[config.mk]
export PLATFORM = sky130hd
export DESIGN_NAME = vaar_place
export DESIGN_NICKNAME = d
export VERILOG_FILES = /design/src/rtl/vaar_pkg.sv /design/src/rtl/vaar_place.sv
export SDC_FILE = /design/constraint.sdc
export NUM_CORES = 1
export LEC_CHECK = 0
export ABC_AREA = 1
export BUFFER_PORTS_ARGS = -buffer_cell sky130_fd_sc_hd__buf_2
export CAP_MARGIN = 10
export CORE_MARGIN = 2
export CORE_UTILIZATION = 47
export CTS_BUF_LIST = sky130_fd_sc_hd__clkbuf_2 sky130_fd_sc_hd__clkbuf_4 sky130_fd_sc_hd__clkbuf_8
export CTS_CLUSTER_SIZE = 20
export DETAILED_ROUTE_END_ITERATION = 12
export PLACE_DENSITY = 0.84
export SETUP_SLACK_MARGIN = 0.2
export SYNTH_ARGS = -nofsm -noshare
export SYNTH_HDL_FRONTEND = slang
export SYNTH_SLANG_ARGS = --single-unit
[constraint.sdc]
create_clock -name i_clk -period 5.76 [get_ports i_clk]
set_input_delay 0.576 -clock i_clk [delete_from_list [all_inputs] [get_ports i_clk]]
set_output_delay 0.576 -clock i_clk [all_outputs]
set_load 0.01 [all_outputs]
[src/rtl/vaar_pkg.sv]
// Shared constants, types and helpers for the voxel axis-angle rotate core.
`default_nettype none

package vaar_pkg;

    // Grid geometry
    localparam int GRID_SIDE   = 64;
    localparam int GRID_HALF   = GRID_SIDE / 2;
    localparam int GRID_OFFSET = (GRID_SIDE * GRID_SIDE * GRID_SIDE) / 2
                               + (GRID_SIDE * GRID_SIDE) / 2 + GRID_SIDE / 2;

    // Field widths
    localparam int CFG_W     = 16;
    localparam int CFG_IDX_W = 3;
    localparam int COORD_W   = 6;
    localparam int VAL_W     = 2;
    localparam int IDX_OUT_W = 18;

    // Datapath widths
    localparam int Q14_FRAC = 14;              // Q1.14 fraction bits
    localparam int Q14_ONE  = 16384;
    localparam int PROD_W   = 2 * CFG_W;       // axis * axis, axis * sin
    localparam int T_W      = CFG_W + 1;       // 1 - cos
    localparam int ENT_W    = 48;              // matrix entry, Q.42
    localparam int TERM_W   = ENT_W + COORD_W; // coordinate * entry
    localparam int ACC_W    = TERM_W + 2;      // three-term dot product
    localparam int FRAC_W   = 3 * Q14_FRAC;    // Q.42
    localparam int Q_W      = ACC_W - FRAC_W;  // rounded coordinate
    localparam int IDX_W    = 40;              // linear index before masking

    // Pipeline depth of the item path
    localparam int NSTG = 5;

    // Register indexes
    localparam logic [CFG_IDX_W-1:0] REG_AXIS_X = CFG_IDX_W'(0);
    localparam logic [CFG_IDX_W-1:0] REG_AXIS_Y = CFG_IDX_W'(1);
    localparam logic [CFG_IDX_W-1:0] REG_AXIS_Z = CFG_IDX_W'(2);
    localparam logic [CFG_IDX_W-1:0] REG_COS    = CFG_IDX_W'(3);
    localparam logic [CFG_IDX_W-1:0] REG_SIN    = CFG_IDX_W'(4);

    typedef logic signed [COORD_W-1:0] t_coord;
    typedef logic signed [VAL_W-1:0]   t_val;
    typedef logic signed [CFG_W-1:0]   t_cfg;
    typedef logic signed [ENT_W-1:0]   t_entry;
    typedef t_entry [2:0][2:0]         t_mat;   // [row][col]
    typedef logic signed [TERM_W-1:0]  t_term;
    typedef logic signed [ACC_W-1:0]   t_acc;
    typedef logic signed [Q_W-1:0]     t_q;

    // Per-stage data load strobes
    typedef struct packed {
        logic s1;
        logic s2;
        logic s3;
        logic s4;
        logic s5;
    } t_pipe_ctl;

    localparam t_q GRID_LO = Q_W'(-GRID_HALF);
    localparam t_q GRID_HI = Q_W'(GRID_HALF);

    function automatic logic in_grid(t_q v);
        return (v >= GRID_LO) && (v < GRID_HI);
    endfunction

endpackage

`default_nettype wire

[src/rtl/vaar_place.sv]
// Item stage 5: rounding toward zero, destination bounds, linear index, output word.
`default_nettype none

module vaar_place
    import vaar_pkg::*;
(
    input  wire logic                 i_clk,
    input  t_pipe_ctl                 i_ctl,
    input  t_acc [2:0]                i_acc,
    input  wire logic                 i_live,
    input  t_val                      i_val,
    output t_coord                    o_dst_x,
    output t_coord                    o_dst_y,
    output t_coord                    o_dst_z,
    output logic [IDX_OUT_W-1:0]      o_dst_index,
    output t_val                      o_dst_value,
    output logic                      o_write_valid
);

    localparam logic signed [IDX_W-1:0] SIDE_L    = IDX_W'(GRID_SIDE);
    localparam logic signed [IDX_W-1:0] SIDE_SQ_L = IDX_W'(GRID_SIDE * GRID_SIDE);
    localparam logic signed [IDX_W-1:0] OFFSET_L  = IDX_W'(GRID_OFFSET);

    // Divide by 2^42, truncating toward zero
    function automatic t_q round_q(t_acc a);
        t_acc sh;
        logic bump;
        sh   = a >>> FRAC_W;
        bump = a[ACC_W-1] && (a[FRAC_W-1:0] != '0);
        return Q_W'(sh) + (bump ? Q_W'(1) : Q_W'(0));
    endfunction

    t_q                      w_qx, w_qy, w_qz;
    logic                    w_wv;
    logic signed [IDX_W-1:0] w_idx;

    assign w_qx  = round_q(i_acc[0]);
    assign w_qy  = round_q(i_acc[1]);
    assign w_qz  = round_q(i_acc[2]);
    assign w_wv  = i_live && in_grid(w_qx) && in_grid(w_qy) && in_grid(w_qz);
    assign w_idx = IDX_W'(w_qx) + IDX_W'(w_qy) * SIDE_L + IDX_W'(w_qz) * SIDE_SQ_L
                   + OFFSET_L;

    t_coord                r_dst_x, r_dst_y, r_dst_z;
    logic [IDX_OUT_W-1:0]  r_dst_index;
    t_val                  r_dst_value;
    logic                  r_write_valid;

    always_ff @(posedge i_clk) begin
        if (i_ctl.s5) begin
            r_dst_x       <= w_wv ? w_qx[COORD_W-1:0] : '0;
            r_dst_y       <= w_wv ? w_qy[COORD_W-1:0] : '0;
            r_dst_z       <= w_wv ? w_qz[COORD_W-1:0] : '0;
            r_dst_index   <= w_wv ? w_idx[IDX_OUT_W-1:0] : '0;
            r_dst_value   <= w_wv ? i_val : '0;
            r_write_valid <= w_wv;
        end
    end

    assign o_dst_x       = r_dst_x;
    assign o_dst_y       = r_dst_y;
    assign o_dst_z       = r_dst_z;
    assign o_dst_index   = r_dst_index;
    assign o_dst_value   = r_dst_value;
    assign o_write_valid = r_write_valid;

endmodule

`default_nettype wire

# --- Word level (Yosys, flattened, before mapping) ---
# Index checks and enable logic that the tools add are counted.
word_totals:
  regBits: 39
  inputBits: 177
  out_inout_bits: 39
  wordCells: 33
classes:
  addsub: 6
  magnitude_cmp: 6
  n_mux: 3
  n_reduce_logical: 12
ops:
  columns: ["cell", "count"]
  rows:
  - ["$reduce_bool 42->1", 3]
  - ["$add 14x2->14", 3]
  - ["$ge 14x6->1 const B", 3]
  - ["$lt 14x7->1 const B", 3]
  - ["$add 14x18->18", 1]
  - ["$add 18x18->18", 1]
  - ["$add 18x18->18 const B", 1]
  - ["$logic_and 1x1->1", 9]
  - ["$mux 1", 3]

# --- Logic depth before layout (Yosys ltp) ---
# Gate-level depths: netlist of the first run.
logic_depth:
  word_depth: 9
  ltp_mapped: 26

# --- Least setup slack after synthesis of the first run ---
# Ideal clock, no wire load.
synth_path:
  kind: "input-to-reg"
  startpoint: "in i_acc[7] (netlist name)"
  endpoint: "reg r_dst_index[15] (netlist: o_dst_index[15]) (data pin)"
  setup_ns: 0.259
  t_arrival_ns: 3.920
  t_required_ns: 5.501
  setup_slack_ns: 1.581
  cell_stages: 22
  path_cell_list: "nor4_1 nand4_1 nor2_1 a41oi_1 ha_1 ha_1 nand2_2 nor2_2 nand3_1 xnor2_2 xor2_1 inv_1 ha_1 ha_1 ha_1 a21oi_1 o21ai_0 a21oi_1 nor2_1 nor2_1 xor2_1 nor2_4"
synth_via:
  elab_chain_len: 9
  elab_cells_between_ends: 13
  classes_between: "4 x add/sub; 2 x order compare; 1 x mux; 6 x reduce/logical"
synth_lines:
  columns: ["element", "line", "rtl"]
  rows:
  - ["start, declared", "vaar_place.sv:9", "input t_acc [2:0] i_acc,"]
  - ["$reduce_bool 42->1 (*)", "vaar_place.sv:29", "bump = a[ACC_W-1] && (a[FRAC_W-1:0] != '0);"]
  - ["$logic_and 1x1->1 (*)", "vaar_place.sv:29", null]
  - ["$mux 1 (*)", "vaar_place.sv:30", "return Q_W'(sh) + (bump ? Q_W'(1) : Q_W'(0));"]
  - ["$add 14x2->14 (*)", "vaar_place.sv:30", null]
  - ["branches (longest 5 deep; another with $add 14x18->18)", null, null]
  - ["end signal, assigned", "vaar_place.sv:54", "r_dst_index <= w_wv ? w_idx[IDX_OUT_W-1:0] : '0;"]
  - ["end, declared", "vaar_place.sv:45", "logic [IDX_OUT_W-1:0] r_dst_index;"]
# Every way passes the cells marked *.
# A chain may end at the register's enable or synchronous reset.

# --- Worst setup path in the final report of the first run ---
layout_path:
  startpoint: "in i_acc[83] (netlist name)"
  endpoint: "reg r_dst_index[15] (netlist: o_dst_index[15]) (data pin)"
layout_via:
  elab_chain_len: 8
  elab_cells_between_ends: 12
  classes_between: "4 x add/sub; 2 x order compare; 1 x mux; 5 x reduce/logical"
layout_lines:
  columns: ["element", "line"]
  rows:
  - ["$reduce_bool 42->1 (*)", "vaar_place.sv:29"]
  - ["$logic_and 1x1->1 (*)", "vaar_place.sv:29"]
  - ["$mux 1 (*)", "vaar_place.sv:30"]
  - ["$add 14x2->14 (*)", "vaar_place.sv:30"]
  - ["branches (longest 4 deep; another with $add 14x18->18)", null]
# Marked as above.

==> summary.txt, run 1 <==
Synth
  – Asr flop ratio synth: 0
  – Most frequent cell after synthesis: nand2_1
  – Synthesized area per cell: 7.23 µm²
  – Most instantiated cells after synthesis: 129 x nand2_1, 86 x inv_1, 54 x nor2_1
  – Synthesized Nets: 751
  – Sequential area share after synthesis: 0.264
  – Yosys warning count: 0
  – Main synth FF type: edfxtp_1
  – Share of the synthesized area in the top cell type: 0.264
  – Synth Instances: 536
  – Area contributors post-synth: edfxtp_1 26%, nand2_1 13%, ha_1 11%
  – Post-synth EDFFs: 34
  – Mapped cell area: 0.00387 mm²
  – Synth unique cells: 30
  – Synth Register Bits: 34
  – Synth area leader: edfxtp_1

Cells and area
  – Final net count: 962
  – Post-layout util: 0.628
  – Layout cells sized above 1: 0.360
  – P&R area growth vs syn: 31.1%
  – # diodes: 0

Flow run
  – Max-Cap Viols: 0

GRT
  – Initial antenna violation count: 0
  – GR Overflow Total: 0
  – Number of global-route vias before repair: 3,882
  – First-pass GRT wire length: 16,800 µm
  – Largest net degree at the start of global routing: 35
  – All-layer global routing usage: 0.230

Critical path
  – WS Path Type: in2reg
  – Crit path max fanout: 8
  – Startpoint Class: input port
  – Arrival @ worst endpoint: 4.50 ns
  – CP required: 5.79 ns
  – Crit. End Element: register
  – Critical Path Source: i_acc[83]

STA
  – Worst slew margin relative to its limit: 0.519
  – Final setup fails: 0
  – Hold Vio Cnt, Final: 0
  – Fin crit period: 4.46 ns
  – Pins Over Slew Limit: 0
  – Least-Margin Pin Slew: 0.721 ns
  – Unrepaired setup endpoints after global routing: no
  – Final worst path period share: 0.775
  – Fin Setup TNS: 0 ns
  – FMAX: 0.224 GHz

Drt
  – Antenna Nets Post-Route: 0
  – 1st-pass router iterations: 5
  – # DRC: 0
  – Detailed-route vias per instance: 4.92
  – Post-Route WL: 10,200 µm
  – Via count: 4,197
  – 1st-iter DRT viols: 196
  – WL per Instance: 12.0 µm

Hold path
  – Hold path start: i_val[0]
  – Hold Path Stages: 3
  – Type of the tightest min-delay check: in2reg
  – Worst Hold Path EP: o_dst_value[0]$_SDFFCE_PN0P_

Clocking
  – Post-CTS setup repair buffer count: 0
  – Clock Sink Count: 34
  – Root buffer cell: clkbuf_8
  – Clock buffer depth: 2
  – CTS H-tree lvls: 2
  – Post-CTS resize count: 0
  – Clock-pin slew on the worst setup and hold paths: 0.07 ns
  – Total CTS buffers: 5
  – Post-CTS Hold Buffers: 0
  – CTS tree: built

Floorplanning
  – Core area: 0.00809 mm²
  – FP Rows: 33
  – Full die area: 0.00898 mm²
  – Initial Utilization: 0.479
  – Die width: 94.8 µm
  – Die Y: 94.8 µm
  – Io pins: 216

Place
  – IO buf count: 211
  – Routability cong.: 0.888
  – HPWL after DPL: 8960 µm

Power and ir drop
  – P_leak: 2.66 nW
  – PwrDens: 162 mW/mm²
  – Worst VDD drop: 0.0872 mV

Status
  – Status: completed
## how the worst max path moves through the flow
stage / slack, ns / to / depth (start not counted)
after floorplan: 1.58 / o_dst_index[15]$_SDFFCE_PN0P_ / 22
after global placement: 1.07 / o_dst_index[15]$_SDFFCE_PN0P_ / 24
after detailed placement: 1.02 / o_dst_index[15]$_SDFFCE_PN0P_ / 24
after CTS: 1.29 / o_dst_index[15]$_SDFFCE_PN0P_ / 24
after global routing: 0.83 / o_dst_index[15]$_SDFFCE_PN0P_ / 24
final: 1.30 / o_dst_index[15]$_SDFFCE_PN0P_ / 24
## area by class of cell
class,instances,area [µm²]
clock buffer,6,76.3
clock inverter,2,8.76
fill,773,3010
inverter,86,323
multi-input combinational,408,2450
sequential,34,1020
tap,105,131
timing repair buffer,212,1060
## sequential cells by signal, indices dropped and copies added, names as in the netlist
name	flops
o_dst_y	6
o_dst_index	13
o_dst_value	2
o_dst_x	6
o_dst_z	6
o_write_valid	1
## logic make-up (layout without fill, tap and decap cells)
kind of cell	after synthesis	in the layout	synth area share
compound gates	20	20	0.0342
xor+xnor	22	22	0.0517
fa+ha+maj	38	38	0.132
buf+inv	94	306	0.103
flops	34	34	0.264
simple gates	328	328	0.415
## stage by stage
stage | power [W] | instances | hold WS, ns | instance area (µm²) | setup WS [ns]
floorplan | 0.000525 | 536 | 0.688 | 3870 | 1.58
finish | 0.000822 | 853 | 0.596 | 5080 | 1.30
detailed placement | 0.000652 | 845 | 0.887 | 4990 | 1.02
global route | 0.000884 | 853 | 0.597 | 5080 | 0.832
CTS | 0.000822 | 853 | 0.596 | 5080 | 1.29
global placement | 0.000640 | 845 | 0.875 | 4990 | 1.07
## power by group
group          total [W]  switching, W  internal, W
Sequential      0.000288    0.00000302     0.000285
Clock           0.000169     0.0000812    0.0000877
Combinational   0.000365      0.000215     0.000151
## layer usage
| metal | wire length [µm] | vias to the layer above | GRT usage |
|---|---|---|---|
| met2 | 5230 | 118 | 0.404 |
| met1 | 4430 | 1882 | 0.304 |
| met3 | 449 | 13 | 0.0160 |
| met4 | 134 | 0 | 0.0616 |
| li1 | - | 2184 | - |
| met5 | 0 | - | 0 |
## layout by cell type, fill, tap and decap left out, types with 2 or more instances in the layout
cell type,count
xnor2_1,6
nand4_1,19
nand3_2,2
nand2_1,129
fa_1,5
nor2_2,29
edfxtp_1,34
a21oi_1,7
nor2_4,12
inv_1,86
a41oi_1,2
buf_2,211
clkbuf_8,5
nand3_1,40
ha_1,33
o21bai_1,5
nand3b_1,2
nor4_1,30
nor2_1,54
xor2_1,15
nand2_2,6
o21ai_0,2
nor3_1,4
## worst max-delay path: stages
cell and delay, ns:
buf_2 0.09, nor4_1 0.32, nand4_1 0.14, nor2_1 0.10
a41oi_1 0.15, ha_1 0.26, ha_1 0.20, nand2_1 0.18
nor2_4 0.09, nand2_1 0.07, nand2_1 0.04, nand2_1 0.12
xor2_1 0.16, inv_1 0.06, ha_1 0.29, ha_1 0.31
ha_1 0.37, a21oi_1 0.15, o21ai_0 0.12, a21oi_1 0.21
nor2_1 0.07, nor2_1 0.11, xor2_1 0.26, nor2_4 0.06
Note: power is estimated with default switching activity, not from simulation.
==> run 2: changes to the inputs <==
- clock period: 5.76 -> 4.2 ns (I/O delays scaled with it)
==> summary.txt, run 2 (synthesis results as in run 1) <==
Cells and area
  – Most frequent cells in the layout: 211 x buf_2, 122 x nand2_1, 84 x inv_1
  – Most common cell after layout, fill and taps aside: buf_2
  – P&R area growth vs syn: 50.0%
  – Fillers: 645 (-17%)
  – Final net count: 998 (+3.7%)
  – Design area: 0.00581 mm² (+14%)
  – Layout cells sized above 1: 0.463 (+0.103)
  – Non-Filler Instances: 890 (+4.3%)
  – Largest register FFs: 13 (unchanged)

Place
  – Placed Instances: 880 (+4.1%)
  – Routability cong.: 0.919 (+3.5%)
  – IO buf count: 211 (unchanged)
  – HPWL after DPL: 9420 µm (+5.1%)
  – Placed Area: 0.00527 mm² (+5.6%)
  – DP Worst Slack: -0.320 ns (-1.34 ns)

Drt
  – Via count: 4,617 (+10%)
  – Post-Route WL: 12,800 µm (+25%)
  – # DRC: 0 (unchanged)
  – Detailed-route vias per instance: 5.19 (+5.4%)
  – Antenna Nets Post-Route: 0 (unchanged)
  – 1st-iter DRT viols: 205 (+4.6%)
  – 1st-pass router iterations: 6 (+1)
  – WL per Instance: 14.4 µm (+20%)

Critical path
  – Crit path max fanout: 7 (-1)
  – Crit. End Element: register
  – WS Path Type: in2reg
  – Startpoint Class: input port
  – Crit path depth: 24 (unchanged)
  – CP bufs+invs: 4 (+2)
  – Slowest cell on the critical path: fa_1
  – CP peak stage delay: 0.57 ns (+0.20 ns)
  – Arrival @ worst endpoint: 4.16 ns (-0.34 ns)
  – Crit path max-delay family: adder cells
  – Critical path, cell by cell: buf_2, nor4_1, nand4_1, nor2_2, a41oi_2, ha_2, ha_4, nand2_4, nor2_4, nand2_1, nand2_1, nand2_2, inv_1, fa_1, ha_4, ha_4, inv_2, o21bai_2, a221oi_2, nand3_1, nand3_1, nand2_1, inv_1, nor2_1
  – CP required: 4.23 ns (-1.56 ns)

STA
  – Pins Over Slew Limit: 0 (unchanged)
  – Least-Margin Pin Slew: 0.736 ns (+0.0145 ns)
  – Setup ws final: 0.0704 ns (-1.22 ns)
  – Fin crit period: 4.13 ns
  – Fin Setup TNS: 0 ns (unchanged)
  – Hold Vio Cnt, Final: 0 (unchanged)
  – Final worst path period share: 0.983
  – Unrepaired setup endpoints after global routing: yes
  – Worst slew margin relative to its limit: 0.510 (-0.00966)
  – Final setup fails: 0 (unchanged)
  – FMAX: 0.242 GHz

Floorplanning
  – Die width: 94.8 µm (unchanged)
  – Initial Utilization: 0.479 (unchanged)
  – Full die area: 0.00898 mm² (unchanged)
  – Die Y: 94.8 µm (unchanged)
  – FP Rows: 33 (unchanged)
  – Core area: 0.00809 mm² (unchanged)
  – Io pins: 216 (unchanged)

GRT
  – Number of global-route vias before repair: 4,252 (+9.5%)
  – All-layer global routing usage: 0.244 (+0.0142)
  – First-pass GRT wire length: 17,600 µm (+5.0%)
  – GR Layer Usage met3: 0.0231 (+0.00718)
  – Busiest layer in global routing: met2
  – GR Overflow Total: 0 (unchanged)
  – Grt met1 use: 0.297 (-0.00769)
  – Largest net degree at the start of global routing: 35 (unchanged)
  – Initial antenna violation count: 1 (+1)
  – Met2 Use GR: 0.441 (+0.0366)

Clocking
  – CTS H-tree lvls: 2 (unchanged)
  – Clock-pin slew on the worst setup and hold paths: 0.06 ns (about the same)
  – Clock Sink Count: 34 (unchanged)
  – Root buffer cell: clkbuf_8
  – Post-CTS Hold Buffers: 0 (unchanged)
  – CTS tree: built
  – Clock buffer depth: 2 (unchanged)
  – Total CTS buffers: 5 (unchanged)

Hold path
  – Hold Path Stages: 3 (unchanged)
  – Type of the tightest min-delay check: in2reg
  – Worst Hold Path EP: o_dst_value[0]$_SDFFCE_PN0P_
  – Hold path start: i_val[0]

Flow run
  – Max-Cap Viols: 0 (unchanged)

Status
  – Status: completed

Power and ir drop
  – P_leak: 2.89 nW (+8.7%)
  – PwrDens: 242 mW/mm² (+49%)
  – Worst VDD drop: 0.131 mV (+50%)
-- run 2: cell count changes in the layout (fill, tap and decap cells not counted), moves of 7 or more --
cell,before,now
nand2_1,129,122
ha_4,0,13
ha_1,33,18
buf_4,1,36
nor4_1,30,17
nor4_2,0,8
-- run 2: power breakdown --
part / switching [W] / internal (W)
sequential: 0.00000430 / 0.000390
combinational: 0.000384 / 0.000327
clock: 0.000109 / 0.000190
total: 0.000497 / 0.000908
-- run 2: final cells by class --
cell class | count | area [µm²] | share of cell area
Clock inverter | 1 | 30.0 | 0.00517
Antenna cell | 1 | 2.50 | 0.000431
Clock buffer | 7 | 83.8 | 0.0144
Tap cell | 105 | 131 | 0.0226
Sequential cell | 34 | 1020 | 0.176
Inverter | 86 | 323 | 0.0555
Timing Repair Buffer | 248 | 1350 | 0.232
Multi-Input combinational cell | 408 | 2870 | 0.495
-- run 2: routing by layer --
layer | share of wire | up-vias
li1 | - | 2266
met1 | 0.39 | 2128
met2 | 0.52 | 171
met3 | 0.048 | 52
met4 | 0.041 | 0
met5 | 0 | -
-- run 2: how the worst max path moves through the flow --
stage / startpoint / to / slack, ns
floorplan: i_acc[7] / o_dst_index[15]$_SDFFCE_PN0P_ / 0.21
global route: i_acc[75] / o_dst_index[17]$_SDFFCE_PN0P_ / -0.08
global placement: i_acc[83] / o_dst_index[15]$_SDFFCE_PN0P_ / -0.18
finish: i_acc[75] / o_dst_index[17]$_SDFFCE_PN0P_ / 0.07
CTS: i_acc[83] / o_dst_index[15]$_SDFFCE_PN0P_ / 0.21
detailed placement: i_acc[83] / o_dst_index[17]$_SDFFCE_PN0P_ / -0.32
-- run 2: what timing repair did --
action	CTS	global route
endpoints found under the setup margin	5	6
pin swaps	5	23
setup buffers	1	0
resized for setup	13	53
-- run 2: through the flow --
| stage | hold WS, ns | utilization | power (W) |
|---|---|---|---|
| 4_1_cts | 0.436 | 0.678 | 0.00129 |
| 3_3_place_gp | 0.718 | 0.651 | 0.000945 |
| 6_report | 0.441 | 0.718 | 0.00141 |
| 2_1_floorplan | 0.532 | - | 0.000720 |
| 5_1_grt | 0.468 | 0.718 | 0.00149 |
| 3_5_place_dp | 0.728 | 0.651 | 0.000964 |
==> run 3: changes to the inputs <==
- CELL_PAD_IN_SITES_DETAIL_PLACEMENT: unset -> 1
- CELL_PAD_IN_SITES_GLOBAL_PLACEMENT: unset -> 1
- CORE_UTILIZATION: 47 -> 31
- CTS_CLUSTER_DIAMETER: unset -> 60
- PLACE_DENSITY: 0.84 -> unset
- PLACE_DENSITY_LB_ADDON: unset -> 0.1
==> summary.txt, run 3 (synthesis results as in run 1) <==
Floorplanning
  – Die Y: 116 µm (+22%)
  – Full die area: 0.0134 mm² (+49%)
  – Initial Utilization: 0.320 (-0.159)
  – Die width: 116 µm (+22%)
  – Io pins: 216 (unchanged)
  – Core area: 0.0121 mm² (+50%)
  – FP Rows: 40 (+21%)

Drt
  – Met2 Wirelength: 7710 µm (+15%)
  – WL per Instance: 14.6 µm (+1.8%)
  – Antenna Nets Post-Route: 0 (unchanged)
  – Met3 Wirelength: 531 µm (-13%)
  – Wire length on met1: 5610 µm (+14%)
  – Post-Route WL: 14,100 µm (+11%)
  – 1st-iter DRT viols: 127 (-38%)
  – 1st-pass router iterations: 4 (-2)
  – # DRC: 0 (unchanged)
  – Via count: 4,490 (-2.8%)
  – Detailed-route vias per instance: 4.65 (-10%)
  – Top routing layer used: met4

Place
  – Routability cong.: 0.877 (-4.6%)
  – HPWL after DPL: 11,000 µm (+17%)
  – Placed Instances: 951 (+8.1%)
  – IO buf count: 211 (unchanged)

Clocking
  – Clock Sink Count: 34 (unchanged)
  – Clock-pin slew on the worst setup and hold paths: 0.07 ns (about the same)
  – CTS H-tree lvls: 2 (unchanged)
  – CTS tree: built
  – Post-CTS Hold Buffers: 0 (unchanged)
  – Root buffer cell: clkbuf_8
  – Total CTS buffers: 5 (unchanged)
  – Clock buffer depth: 2 (unchanged)

Cells and area
  – Most common cell after layout, fill and taps aside: buf_2
  – Area of the multi-input gates: 0.00295 mm² (+2.7%)
  – Post-layout util: 0.503 (-0.215)
  – Most frequent cells in the layout: 208 x buf_2, 121 x nand2_1, 78 x inv_1
  – Non-Filler Instances: 966 (+8.5%)
  – # diodes: 0 (-1)
  – Largest register FFs: 13 (unchanged)
  – P&R area growth vs syn: 57.3%
  – Final net count: 1,012 (+1.4%)
  – FF/Latch Area: 0.00102 mm² (unchanged)
  – Fillers: 1,594 (+150%)
  – Layout cells sized above 1: 0.497 (+0.0345)

Status
  – Status: completed

Power and ir drop
  – Worst VDD drop: 0.133 mV (+1.9%)
  – PwrDens: 242 mW/mm² (about the same)
  – P_leak: 2.96 nW (+2.3%)

STA
  – Final worst path period share: 0.938 (-0.0452)
  – Worst slew margin relative to its limit: 0.496 (-0.0135)
  – Unrepaired setup endpoints after global routing: yes
  – Least-Margin Pin Slew: 0.756 ns (+0.0203 ns)
  – Fin crit period: 3.94 ns (-0.190 ns)
  – FMAX: 0.254 GHz (+4.8%)
  – Pins Over Slew Limit: 0 (unchanged)
  – Final setup fails: 0 (unchanged)
  – Hold Vio Cnt, Final: 0 (unchanged)

Critical path
  – CP required: 4.36 ns (+0.13 ns)
  – Crit path max fanout: 7 (unchanged)
  – Crit. End Element: register
  – Arrival @ worst endpoint: 4.10 ns (-0.06 ns)
  – Startpoint Class: input port
  – WS Path Type: in2reg

Flow run
  – Max-Cap Viols: 0 (unchanged)

GRT
  – Initial antenna violation count: 0 (-1)
  – All-layer global routing usage: 0.193 (-0.0512)
  – First-pass GRT wire length: 20,800 µm (+18%)
  – Number of global-route vias before repair: 4,648 (+9.3%)
  – GR Overflow Total: 0 (unchanged)
  – Largest net degree at the start of global routing: 35 (unchanged)

Hold path
  – Type of the tightest min-delay check: in2reg
## run 3: timing repair
action | CTS | global route
setup endpoints to repair | 5 | 7
gates resized for setup | 19 | 72
pin swaps | 8 | 45
buffers inserted | 1 | 6
## run 3: worst paths after layout
kind,startpoint,to,cells after the start
max,i_acc[71],o_dst_index[16]$_SDFFCE_PN0P_,23
min,i_val[1],o_dst_value[1]$_SDFFCE_PN0P_,3
## run 3: cell type report
class / count / share of cell area
clock inverters: 1 / 0.00493
flip-flops and latches: 34 / 0.168
multi-input cells: 408 / 0.484
clock buffers: 7 / 0.0138
repair buffers: 262 / 0.241
well taps: 168 / 0.0345
inverters: 86 / 0.0534
## run 3: layer usage
| metal | up-vias | global-route usage |
|---|---|---|
| li1 | 2284 | - |
| met1 | 2062 | 0.233 |
| met2 | 122 | 0.364 |
| met3 | 22 | 0.0188 |
| met4 | 0 | 0.0492 |
| met5 | - | 0 |
## run 3: worst max-delay path: stages
cell	delay [ns]
buf_2	0.10
nor4_1	0.31
nand4_1	0.15
nor2_2	0.13
a41oi_2	0.17
ha_2	0.26
ha_4	0.17
nand2_4	0.07
nor2_4	0.06
buf_4	0.14
nand2_1	0.06
nand2_2	0.07
inv_2	0.08
fa_2	0.48
ha_4	0.27
ha_4	0.29
inv_4	0.04
nor3_1	0.26
nand3_1	0.12
nand4_1	0.12
xor2_1	0.14
inv_1	0.08
nor2_4	0.10
## run 3: through the flow
step                      worst slack, ns  cell area, µm²  power (W)  setup TNS [ns]  hold slack (ns)
after floorplan                     0.207            3880   0.000720               0            0.532
after global placement             -0.201            5410   0.000961          -0.568            0.720
after detailed placement           -0.367            5410   0.000979           -1.37            0.725
after CTS                           0.200            5670    0.00135               0            0.414
after global routing               0.0499            6090    0.00156               0            0.444
final                               0.260            6090    0.00147               0            0.424
## run 3: where the power goes
part	switching (W)	internal [W]	total (W)
Sequential	0.00000466	0.000390	0.000395
Combinational	0.000403	0.000364	0.000767
Clock	0.000121	0.000190	0.000311
Total	0.000529	0.000945	0.00147
